## src/hw/rtl/udec_pkg.sv

```systemverilog
// Shared types, constants and the byte decode function of the UTF-8 stream decoder.
`timescale 1ns / 1ps

package udec_pkg;

  localparam int ByteBits    = 8;
  localparam int RuneBits    = 21;
  localparam int OrdOutBits  = 16;
  localparam int TargetBits  = 16;
  localparam int PendBits    = 2;
  // Width of the internal rune counter; it saturates at its all-ones value.
  localparam int OrdinalBits = 16;

  localparam logic [OrdinalBits-1:0] OrdMax = {OrdinalBits{1'b1}};

  // Lead byte prefixes and the pending counts that they set.
  localparam logic [2:0] Lead2Prefix = 3'b110;
  localparam logic [3:0] Lead3Prefix = 4'b1110;
  localparam logic [4:0] Lead4Prefix = 5'b11110;
  localparam logic [PendBits-1:0] Pend2 = 2'd1;
  localparam logic [PendBits-1:0] Pend3 = 2'd2;
  localparam logic [PendBits-1:0] Pend4 = 2'd3;

  typedef struct packed {
    logic [ByteBits-1:0] byte_in;
    logic                end_of_string;
  } in_item_t;

  typedef struct packed {
    logic [RuneBits-1:0]   code_point;
    logic [OrdOutBits-1:0] rune_ordinal;
    logic                  at_target;
  } result_t;

  typedef struct packed {
    logic [RuneBits-1:0] rune;
    logic [PendBits-1:0] pend;
  } dec_state_t;

  // Next rune and pending count after one byte, before any end-of-string clear.
  function automatic dec_state_t decode_byte(dec_state_t cur, logic [ByteBits-1:0] b);
    dec_state_t nxt;
    nxt = cur;
    if (!b[7]) begin
      nxt.rune = RuneBits'(b);
      nxt.pend = '0;
    end else if (cur.pend != '0) begin
      nxt.rune = {cur.rune[RuneBits-7:0], b[5:0]};
      nxt.pend = cur.pend - PendBits'(1);
    end else if (b[7:5] == Lead2Prefix) begin
      nxt.rune = RuneBits'(b[4:0]);
      nxt.pend = Pend2;
    end else if (b[7:4] == Lead3Prefix) begin
      nxt.rune = RuneBits'(b[3:0]);
      nxt.pend = Pend3;
    end else if (b[7:3] == Lead4Prefix) begin
      nxt.rune = RuneBits'(b[2:0]);
      nxt.pend = Pend4;
    end
    return nxt;
  endfunction

endpackage

```

## src/hw/rtl/udec_in_stage.sv

```systemverilog
// Input register of the UTF-8 stream decoder.
`timescale 1ns / 1ps

module udec_in_stage (
  input  logic               clk_i,
  input  logic               rst_ni,
  input  logic               in_valid_i,
  output logic               in_stall_o,
  input  udec_pkg::in_item_t in_item_i,
  output logic               item_valid_o,
  output udec_pkg::in_item_t item_o,
  input  logic               advance_i
);
  import udec_pkg::*;

  logic     valid_q, valid_d;
  in_item_t item_q;
  logic     load;

  // The register frees up in the same cycle its item moves on.
  assign in_stall_o = valid_q && !advance_i;
  assign load       = in_valid_i && !in_stall_o;

  always_comb begin
    valid_d = valid_q;
    if (load) begin
      valid_d = 1'b1;
    end else if (advance_i) begin
      valid_d = 1'b0;
    end
  end

  always_ff @(posedge clk_i or negedge rst_ni) begin
    if (!rst_ni) begin
      valid_q <= 1'b0;
    end else begin
      valid_q <= valid_d;
    end
  end

  always_ff @(posedge clk_i) begin
    if (load) begin
      item_q <= in_item_i;
    end
  end

  assign item_valid_o = valid_q;
  assign item_o       = item_q;
endmodule

```

## src/hw/rtl/udec_core.sv

```systemverilog
// Decode state, rune counter and result formation of the UTF-8 stream decoder.
`timescale 1ns / 1ps

module udec_core (
  input  logic                            clk_i,
  input  logic                            rst_ni,
  input  udec_pkg::in_item_t              item_i,
  input  logic                            fire_i,
  input  logic [udec_pkg::TargetBits-1:0] target_i,
  output logic                            emit_o,
  output udec_pkg::result_t               result_o
);
  import udec_pkg::*;

  dec_state_t             st_q, st_d, st_dec;
  logic [OrdinalBits-1:0] cnt_q, cnt_d;

  always_comb begin
    st_dec = decode_byte(st_q, item_i.byte_in);
    emit_o = (st_dec.pend == '0);

    result_o.code_point   = st_dec.rune;
    result_o.rune_ordinal = OrdOutBits'(cnt_q);
    result_o.at_target    = (64'(cnt_q) == 64'(target_i));

    st_d  = st_q;
    cnt_d = cnt_q;
    if (fire_i) begin
      st_d = st_dec;
      if (emit_o && (cnt_q != OrdMax)) begin
        cnt_d = cnt_q + OrdinalBits'(1);
      end
      // The end mark drops any unfinished sequence and restarts the count.
      if (item_i.end_of_string) begin
        st_d  = '0;
        cnt_d = '0;
      end
    end
  end

  always_ff @(posedge clk_i or negedge rst_ni) begin
    if (!rst_ni) begin
      st_q  <= '0;
      cnt_q <= '0;
    end else begin
      st_q  <= st_d;
      cnt_q <= cnt_d;
    end
  end
endmodule

```

## src/hw/rtl/udec_out_stage.sv

```systemverilog
// Result register of the UTF-8 stream decoder.
`timescale 1ns / 1ps

module udec_out_stage (
  input  logic              clk_i,
  input  logic              rst_ni,
  input  logic              load_i,
  input  udec_pkg::result_t result_i,
  output logic              full_o,
  output logic              out_valid_o,
  input  logic              out_stall_i,
  output udec_pkg::result_t result_o
);
  import udec_pkg::*;

  logic    valid_q, valid_d;
  result_t res_q;

  always_comb begin
    valid_d = valid_q;
    if (load_i) begin
      valid_d = 1'b1;
    end else if (!out_stall_i) begin
      valid_d = 1'b0;
    end
  end

  always_ff @(posedge clk_i or negedge rst_ni) begin
    if (!rst_ni) begin
      valid_q <= 1'b0;
    end else begin
      valid_q <= valid_d;
    end
  end

  always_ff @(posedge clk_i) begin
    if (load_i) begin
      res_q <= result_i;
    end
  end

  // Full means the held item cannot leave in this cycle.
  assign full_o      = valid_q && out_stall_i;
  assign out_valid_o = valid_q;
  assign result_o    = res_q;
endmodule

```

## src/hw/rtl/utf8_stream_decoder.sv

```systemverilog
// Top level of the UTF-8 stream decoder.
// Bytes of a UTF-8 string enter one per item on the input channel (in_valid_i, in_stall_o,
// byte_in_i, end_of_string_i). A byte that completes a rune, and also an ASCII byte, a stray
// continuation byte or an F8-FF byte outside a sequence, yields one item on the output
// channel: the rune, its ordinal in the string (saturating) and at_target_o, set when that
// ordinal equals target_index. Lead and continuation bytes inside a sequence yield nothing.
// end_of_string_i on the last byte clears the decode state and the ordinal after that byte.
// target_index is written through cfg_valid_i/cfg_data_i; cfg_ready_o is always high, and
// it should only be written while no item is in flight.
// A byte is first held in the input register and its result is then loaded into the
// result register, which raises out_valid_o. Throughput is one byte per cycle while
// in_stall_o stays low, set by the update of the decode state and the rune counter.
// Reset empties both registers and clears the decode state, the ordinal and target_index.
// When the receiver stalls, the result register holds its item; a further byte that yields
// no result still passes, and one that yields a result waits in the input register, which
// then raises in_stall_o.
`timescale 1ns / 1ps

module utf8_stream_decoder (
  input  logic                                 clk_i,
  input  logic                                 rst_ni,
  input  logic                                 in_valid_i,
  output logic                                 in_stall_o,
  input  logic [udec_pkg::ByteBits-1:0]        byte_in_i,
  input  logic                                 end_of_string_i,
  output logic                                 out_valid_o,
  input  logic                                 out_stall_i,
  output logic [udec_pkg::RuneBits-1:0]        code_point_o,
  output logic [udec_pkg::OrdOutBits-1:0]      rune_ordinal_o,
  output logic                                 at_target_o,
  input  logic                                 cfg_valid_i,
  output logic                                 cfg_ready_o,
  input  logic [udec_pkg::TargetBits-1:0]      cfg_data_i
);
  import udec_pkg::*;

  in_item_t              in_item, item;
  logic                  item_valid, advance, emit, out_full;
  result_t               result, out_res;
  logic [TargetBits-1:0] target_q;

  assign in_item.byte_in       = byte_in_i;
  assign in_item.end_of_string = end_of_string_i;

  assign cfg_ready_o = 1'b1;

  always_ff @(posedge clk_i or negedge rst_ni) begin
    if (!rst_ni) begin
      target_q <= '0;
    end else if (cfg_valid_i && cfg_ready_o) begin
      target_q <= cfg_data_i;
    end
  end

  // An item without a result never waits on the output side.
  assign advance = item_valid && (!emit || !out_full);

  udec_in_stage u_in (
    .clk_i,
    .rst_ni,
    .in_valid_i,
    .in_stall_o,
    .in_item_i   (in_item),
    .item_valid_o(item_valid),
    .item_o      (item),
    .advance_i   (advance)
  );

  udec_core u_core (
    .clk_i,
    .rst_ni,
    .item_i  (item),
    .fire_i  (advance),
    .target_i(target_q),
    .emit_o  (emit),
    .result_o(result)
  );

  udec_out_stage u_out (
    .clk_i,
    .rst_ni,
    .load_i     (advance && emit),
    .result_i   (result),
    .full_o     (out_full),
    .out_valid_o,
    .out_stall_i,
    .result_o   (out_res)
  );

  assign code_point_o   = out_res.code_point;
  assign rune_ordinal_o = out_res.rune_ordinal;
  assign at_target_o    = out_res.at_target;
endmodule

```

## config.mk

```make
export PLATFORM = sky130hd
export DESIGN_NAME = utf8_stream_decoder
export DESIGN_NICKNAME = d
export VERILOG_FILES = /design/src/hw/rtl/udec_pkg.sv /design/src/hw/rtl/udec_in_stage.sv /design/src/hw/rtl/udec_core.sv /design/src/hw/rtl/udec_out_stage.sv /design/src/hw/rtl/utf8_stream_decoder.sv
export SDC_FILE = /design/constraint.sdc
export NUM_CORES = 1
export LEC_CHECK = 0
export ABC_CLOCK_PERIOD_IN_PS = 8400
export BUFFER_PORTS_ARGS = -buffer_cell sky130_fd_sc_hd__buf_2
export CAP_MARGIN = 0
export CELL_PAD_IN_SITES_DETAIL_PLACEMENT = 0
export CELL_PAD_IN_SITES_GLOBAL_PLACEMENT = 1
export CORE_ASPECT_RATIO = 0.8
export CORE_UTILIZATION = 49
export DETAILED_ROUTE_END_ITERATION = 7
export GPL_TIMING_DRIVEN = 0
export PLACE_DENSITY = 0.91
export SLEW_MARGIN = 20
export SYNTH_ARGS = -nofsm -noshare
export SYNTH_HDL_FRONTEND = slang
export SYNTH_HIERARCHICAL = 1
export SYNTH_SLANG_ARGS = --single-unit
```

## constraint.sdc

```tcl
create_clock -name clk_i -period 8.4 [get_ports clk_i]
set_clock_uncertainty 0.15 [all_clocks]
set_input_delay 0.84 -clock clk_i [delete_from_list [all_inputs] [get_ports clk_i]]
set_output_delay 0.84 -clock clk_i [all_outputs]
set_load 0.05 [all_outputs]
```

# ---- After elaboration in Yosys (flattened, before gate mapping)
# Index checks and enable logic that the tools add are counted.
dict set report word_totals {
  input_bits 30
  output_inout_bits 41
  ff_bits 104
  elab_cells 47
}
dict set report op_classes {
  n_addsub 2
  muxes 12
  reduce_logical 16
  n_eq_ne 6
}
# operator count
set ops {}
lappend ops {{$mux 23} 6}
lappend ops {{$mux 16} 2}
lappend ops {{$add 16x1->16 const B} 1}
lappend ops {{$eq 16x16->1} 1}
lappend ops {{$ne 16x16->1 const B} 1}
lappend ops {{$logic_and 1x1->1} 6}
lappend ops {{$reduce_bool 2->1} 3}
lappend ops {{$eq 5x5->1 const B} 1}
lappend ops {{$eq 4x4->1 const B} 1}
lappend ops {{$logic_not 1->1} 4}
lappend ops {{$mux 1} 4}
lappend ops {{$eq 3x3->1 const B} 1}
lappend ops {{$logic_not 2->1} 1}
lappend ops {{$ne 2x1->1 const B} 1}
lappend ops {{$reduce_and 2->1} 1}
lappend ops {{$sub 2x1->2 const B} 1}
lappend ops {{$logic_or 1x1->1} 1}

# ---- Logic depth before layout (Yosys ltp)
dict set report logic_depth {
  ltp_word 15
  depth_mapped 11
  mapped_depth_nobuf 9
}

# ---- Hierarchy
# Netlist, hierarchy kept.
# module area_per_inst_um2 cells_per_inst n_inst seq_area_each_um2
set modules_own_cells {}
lappend modules_own_cells {udec_core 2484.9 277 1 975.9}
lappend modules_own_cells {udec_out_stage 1179.9 41 1 1166.1}
lappend modules_own_cells {utf8_stream_decoder 676.9 38 1 400.4}
lappend modules_own_cells {udec_in_stage 327.8 14 1 295.3}

# ---- Worst setup path before layout
# No wires, ideal clock.
dict set report synth_timing {
  path_type {reg2reg}
  start {register u_core/st_q[0] (netlist name)}
  end {register u_out.res_q, in the netlist u_out/result_o[0], enable pin}
  n_path_buf 2
  path_stages_with_launch 7
  arrival_ps 2381
  setup_slack_ps 5469
  period_less_slack_ps 2931
  cell_sequence {dfrtp_1 -> clkbuf_1 -> or2_2 -> clkbuf_1 -> a21oi_1 -> nand2b_1 -> and3b_1}
}
dict set report synth_between {
  elab_chain_cells 10
}
# element line_no
set synth_rtl {}
lappend synth_rtl {{start: declaration} udec_core.sv:15} ;# dec_state_t st_q, st_d, st_dec;
lappend synth_rtl {{start signal: assignment} udec_core.sv:46} ;# st_q <= st_d;
lappend synth_rtl {{$mux 23} udec_pkg.sv:56} ;# end else if (b[7:3] == Lead4Prefix) begin
lappend synth_rtl {{$mux 23} udec_pkg.sv:53} ;# end else if (b[7:4] == Lead3Prefix) begin
lappend synth_rtl {{$mux 23} udec_pkg.sv:50} ;# end else if (b[7:5] == Lead2Prefix) begin
lappend synth_rtl {{$mux 23 *} udec_pkg.sv:47} ;# end else if (cur.pend != '0) begin
lappend synth_rtl {{$mux 23 *} udec_pkg.sv:44} ;# if (!b[7]) begin
lappend synth_rtl {{$logic_not 2->1 *} udec_core.sv:20} ;# emit_o = (st_dec.pend == '0);
lappend synth_rtl {{named net emit} utf8_stream_decoder.sv:38} ;# logic item_valid, advance, emit, out_full;
lappend synth_rtl {{$logic_not 1->1} utf8_stream_decoder.sv:56} ;# assign advance = item_valid && (!emit || !out_full);
lappend synth_rtl {{$logic_or 1x1->1} utf8_stream_decoder.sv:56}
lappend synth_rtl {{$logic_and 1x1->1} utf8_stream_decoder.sv:56}
lappend synth_rtl {{$logic_and 1x1->1 *} utf8_stream_decoder.sv:82} ;# .load_i (advance && emit),
lappend synth_rtl {{end signal: assignment} udec_out_stage.sv:38} ;# res_q <= result_i;
lappend synth_rtl {{end: declaration} udec_out_stage.sv:17} ;# result_t res_q;
# The timed path passes the listed nets; every way through them passes the cells marked *.
# A chain may end at the register's enable or synchronous reset.

# ---- Final worst setup path
dict set report layout_timing {
  start {register u_core/st_q[0] (netlist name)}
  end {output port in_stall_o}
}
dict set report layout_between {
  elab_chain_cells 11
}
# element line_no
set layout_rtl {}
lappend layout_rtl {{$mux 23} udec_pkg.sv:56}
lappend layout_rtl {{$mux 23} udec_pkg.sv:53}
lappend layout_rtl {{$mux 23} udec_pkg.sv:50}
lappend layout_rtl {{$mux 23 *} udec_pkg.sv:47}
lappend layout_rtl {{$mux 23 *} udec_pkg.sv:44}
lappend layout_rtl {{$logic_not 2->1 *} udec_core.sv:20}
lappend layout_rtl {{named net emit} utf8_stream_decoder.sv:38}
lappend layout_rtl {{$logic_not 1->1 *} utf8_stream_decoder.sv:56}
lappend layout_rtl {{$logic_or 1x1->1 *} utf8_stream_decoder.sv:56}
lappend layout_rtl {{$logic_and 1x1->1 *} utf8_stream_decoder.sv:56}
lappend layout_rtl {{named net advance} utf8_stream_decoder.sv:38}
lappend layout_rtl {{$logic_not 1->1 *} udec_in_stage.sv:21} ;# assign in_stall_o = valid_q && !advance_i;
lappend layout_rtl {{$logic_and 1x1->1 *} udec_in_stage.sv:21}
lappend layout_rtl {{end: declaration} utf8_stream_decoder.sv:23} ;# output logic in_stall_o,
# Marked as above.

==> summary.md <==
TritonCTS created 9 clock buffers. During I/O placement, the number of pins put on the boundary was 71. CTS root buffer: clkbuf_16.

In this design, the stage delay of the slowest critical-path cell is 470 ps. Summed over all nets, the half-perimeter wirelength after detailed placement is 7047 µm. The share of final-layout standard cells stronger than drive strength 1 came out at 26.59%. The commonest non-fill, non-tap cell in the layout was buf_2. The setup TNS is 0 ps. Dividing the detail-routed wire length by the instance count gives 18.33 µm. For this run the aggregate overflow at the end of global routing stands at 0.

After synthesis the cells add up to 4669 µm². After synthesis, the largest family of logic cells by area is compound AO/OA/AOI/OAI gates. The number of warning messages in the yosys log came out at 6. For the number of antenna diodes, the log shows 0.

The tightest min-delay check is of the reg2reg type. Clock-pin slew was measured on the worst setup and hold paths at 80 ps. The logs give 2 for the maximum buffer depth of the clock tree and 16700 µm for the first-pass GRT wire length. Gates resized during post-CTS repair numbered 0. Routability-driven placement finished with a final weighted congestion of 0.8749. The tools report the final core utilization as 59.69%. The post-route total power is 1.582 mW. Measured along the y axis, the die boundary spans 89.32 µm. After filler insertion, the fill cell instance count of the layout stands at 751.

The deepest level of the CTS H-tree is 3, and the fraction of the cycle the final worst path needs is 43.42%. Setup repair after global routing left no endpoint under its margin. The tools report the effective utilization at floorplan as 51.01%. The tools report the endpoint kind of the worst setup timing path as an output port. Adder-cell share of the synthesized area: 0.2680%. The number of nets handed over by synthesis was 401.

Summing the areas of all xor and xnor instances in the mapped netlist gives 3.001% of the synthesized area. The reported leakage power is 2.233 nW, and the slew at the pin closest to its max-slew limit is 749.0 ps. The synthesized area divided by synthesized cell count works out to 12.62 µm². The final layout contains 481 nets.

Net switching is 37.69% of the power. The worst supply voltage drop on vdd came out at 0.1491 mV. The run finished, with violations left. The clock period could shrink to 3647 ps.

The die footprint was 9926 µm²; the data arrival time of the critical path was 2660 ps. Share of the synthesized area in compound gates (AO/OA/AOI/OAI): 15.73%. The total routing resource utilization after global routing was 22.12%.

Summed over all layers, the routed wires come to 10450 µm. The slowest stage cell on the critical path is a21oi_1. The tools report the number of antenna violations at the first check in global routing as 0. The region available for standard cell placement spans 9154 µm². For the distinct cell type count of the synthesized netlist, the log shows 60. The total count of max-transition violations in the final report is 0, and the number of hold violations in the final report is 0.

After the first detailed-routing iteration, the DRC count stood at 413. Data required time at the worst endpoint: 7410 ps. Power spread over the standard cell area amounts to 289.6 nW/µm². The worst setup path is of the reg2out kind. Counting flops with a built-in enable in the synthesized netlist gives 47. In this run, synthesis produced a sequential element count of 104.

Summed over all nets, the switching power comes to 0.5965 mW. The top cell types in the final layout, fill and taps aside, are buf_2, dfrtp_1, edfxtp_1, nor2_1, a22o_1. Setup violations remaining at the end of the flow were counted as 0.

The clock network accounts for 25.4% of the total power. The cell repeated most along the worst path is clkbuf_1. Max-cap violations in this run came to 0.

Walking the worst path, the cells encountered are clkbuf_1 > or2_2 > clkbuf_1 > a21oi_1 > nand2b_1 > a21boi_0 > nand2b_4 > inv_1 > buf_2. The via count of the first global-routing pass was 3255. The async set-reset flop share out of synthesis works out to 54.81%. For this design, the CTS-stage hold fixing added 0 buffers. From synthesis to final layout, the design area changed by 17.02%. The multi-input combinational cell area is 1664 µm².

The pre-antenna-repair detailed-routing pass consisted of 7 iterations. The tools report the fraction of the yosys area taken by sequential cells as 60.77%. The checks that failed: design-rule violations. Synthesis handed over a netlist of 370 instances.

Input and output buffers added on the ports amount to 68. The internal power of the cells totals 0.9859 mW. Entering global routing, the biggest net connects 58 pins. The insertion delay to the later sink of the worst-skew pair is 340 ps, and the horizontal extent of the die is 111.1 µm. Along the worst path, the maximum fanout reaches 8. The relative slew slack is 49.73%. The highest attainable clock frequency is 0.2742 GHz.

DRC violations left: 6. For the combinational share of power, the log shows 28.8%. Of the post-synthesis cell area, the part taken by muxes is 5.386%.

The initialized floorplan defines 31 standard-cell rows. For the CTS sink count, the log shows 104. Using the TritonRoute via totals, the vias-per-cell ratio works out to 5.989. The remaining number of nets flagged by the antenna check after routing came out at 0. The number of vias after detailed routing was 3414.

The number of setup buffers added after CTS is 0, and the synthesized-area fraction occupied by and/or/nand/nor cells is 11.15%. The share of total power dissipated in sequential elements is 45.8%. The tools report the area used by sequential logic in the layout as 2838 µm². TritonCTS built the clock tree.

STA classifies the critical path startpoint as a flip-flop. For this run, the leading register cell type out of synthesis is dfrtp_1.
## routing by layer
metal  global-route usage (%)  part of all wire [%]
met1                    31.51                    47
met2                    34.99                    46
met3                    4.475                   5.9
met4                    6.388                   1.1
met5                        0                     0
## power groups by stage
stage / logic [mW] / registers [mW] / clock network (mW)
finish: 0.455 / 0.725 / 0.402
global route: 0.486 / 0.739 / 0.432
CTS: 0.455 / 0.725 / 0.409
detailed placement: 0.451 / 0.734 / 0
global placement: 0.435 / 0.732 / 0
floorplan: 0.185 / 0.873 / 0
## Yosys cell counts (2+ instances only)
cell       n  area share, %
dfrtp_1   57             31
edfxtp_1  47             30
nor2_1    24            1.9
a22o_1    23            4.3
nand2_1   22            1.8
xnor2_1   16            3.0
a22oi_1   13            2.1
clkbuf_1  13            1.0
nand3_1   13            1.4
o311ai_0  13            2.4
a21oi_1   10            1.1
inv_1     10           0.80
mux2_4    10            3.2
nor3_1    10            1.1
mux2_2     9            2.2
nand4_1    6           0.80
buf_2      5           0.54
o21ai_0    5           0.54
or3_1      5           0.67
a41oi_1    4           0.75
and3_1     3           0.40
nand2b_1   3           0.40
nor4_1     3           0.40
a21o_1     2           0.32
and2_1     2           0.27
buf_6      2           0.48
clkinv_1   2           0.16
nor2b_1    2           0.27
o211ai_1   2           0.32
o221ai_1   2           0.38
o31ai_1    2           0.32
or2_2      2           0.27
## cell families after synthesis
kind of cell,count (synthesis)
flip-flops,104
other,1
AND/OR/NAND/NOR,102
AO/OA/AOI/OAI,93
adder cells (fa/ha/maj),1
buffers and inverters,34
XOR/XNOR,16
multiplexers,19
## area by class of cell
type | count | share of cell area, %
Buffer | 22 | 2.267
Clock buffer | 10 | 4.191
Clock inverter | 6 | 1.053
Inverter | 12 | 0.8244
Multi-Input combinational cell | 232 | 30.46
Sequential cell | 104 | 51.93
Tap cell | 115 | 2.633
Timing Repair Buffer | 69 | 6.641
## critical path: cells and delay by family (launching register included)
kind                   cells  cell delay [ps]
AO/OA/AOI/OAI              2              590
buffers and inverters      4              670
AND/OR/NAND/NOR            3              690
flip-flops                 1              370
## registers in the layout (all words and copies together) (netlist names)
name / count
u_out/result_o: 38
target_q: 16
u_in/item_valid_o: 1
u_core/cnt_q: 16
u_core/st_q: 23
u_in/item_o: 9
u_out/out_valid_o: 1
## path summary, 6_finish.rpt
| path | cells after the start | slack, ps | endpoint | from |
|---|---|---|---|---|
| max in group asynchronous | 1 | 7190 | u_core/st_q[12] | rst_ni |
| worst max-delay path | 9 | 4750 | in_stall_o | u_core/st_q[0] |
| min in group asynchronous | 1 | 390 | u_in/item_valid_o | rst_ni |
| worst min-delay path | 0 | 330 | u_out/result_o[10] | u_core/cnt_q[9] |
| worst min register to register | 0 | 330 | u_out/result_o[10] | u_core/cnt_q[9] |
| worst max register to register | 10 | 4930 | u_core/st_q[2] | u_core/st_q[0] |
## metrics by stage
stage / area [µm²] / setup slack [ps] / instances / hold slack, ps
after floorplan: 4669 / 5469 / 370 / 297.3
after global placement: 5154 / 4783 / 553 / 319.3
after detailed placement: 5177 / 5042 / 554 / 313.7
after CTS: 5464 / 4795 / 570 / 332.2
after global routing: 5464 / 4569 / 570 / 336.9
final: 5464 / 4753 / 570 / 334.4
Note: power is estimated with default switching activity, not from simulation.
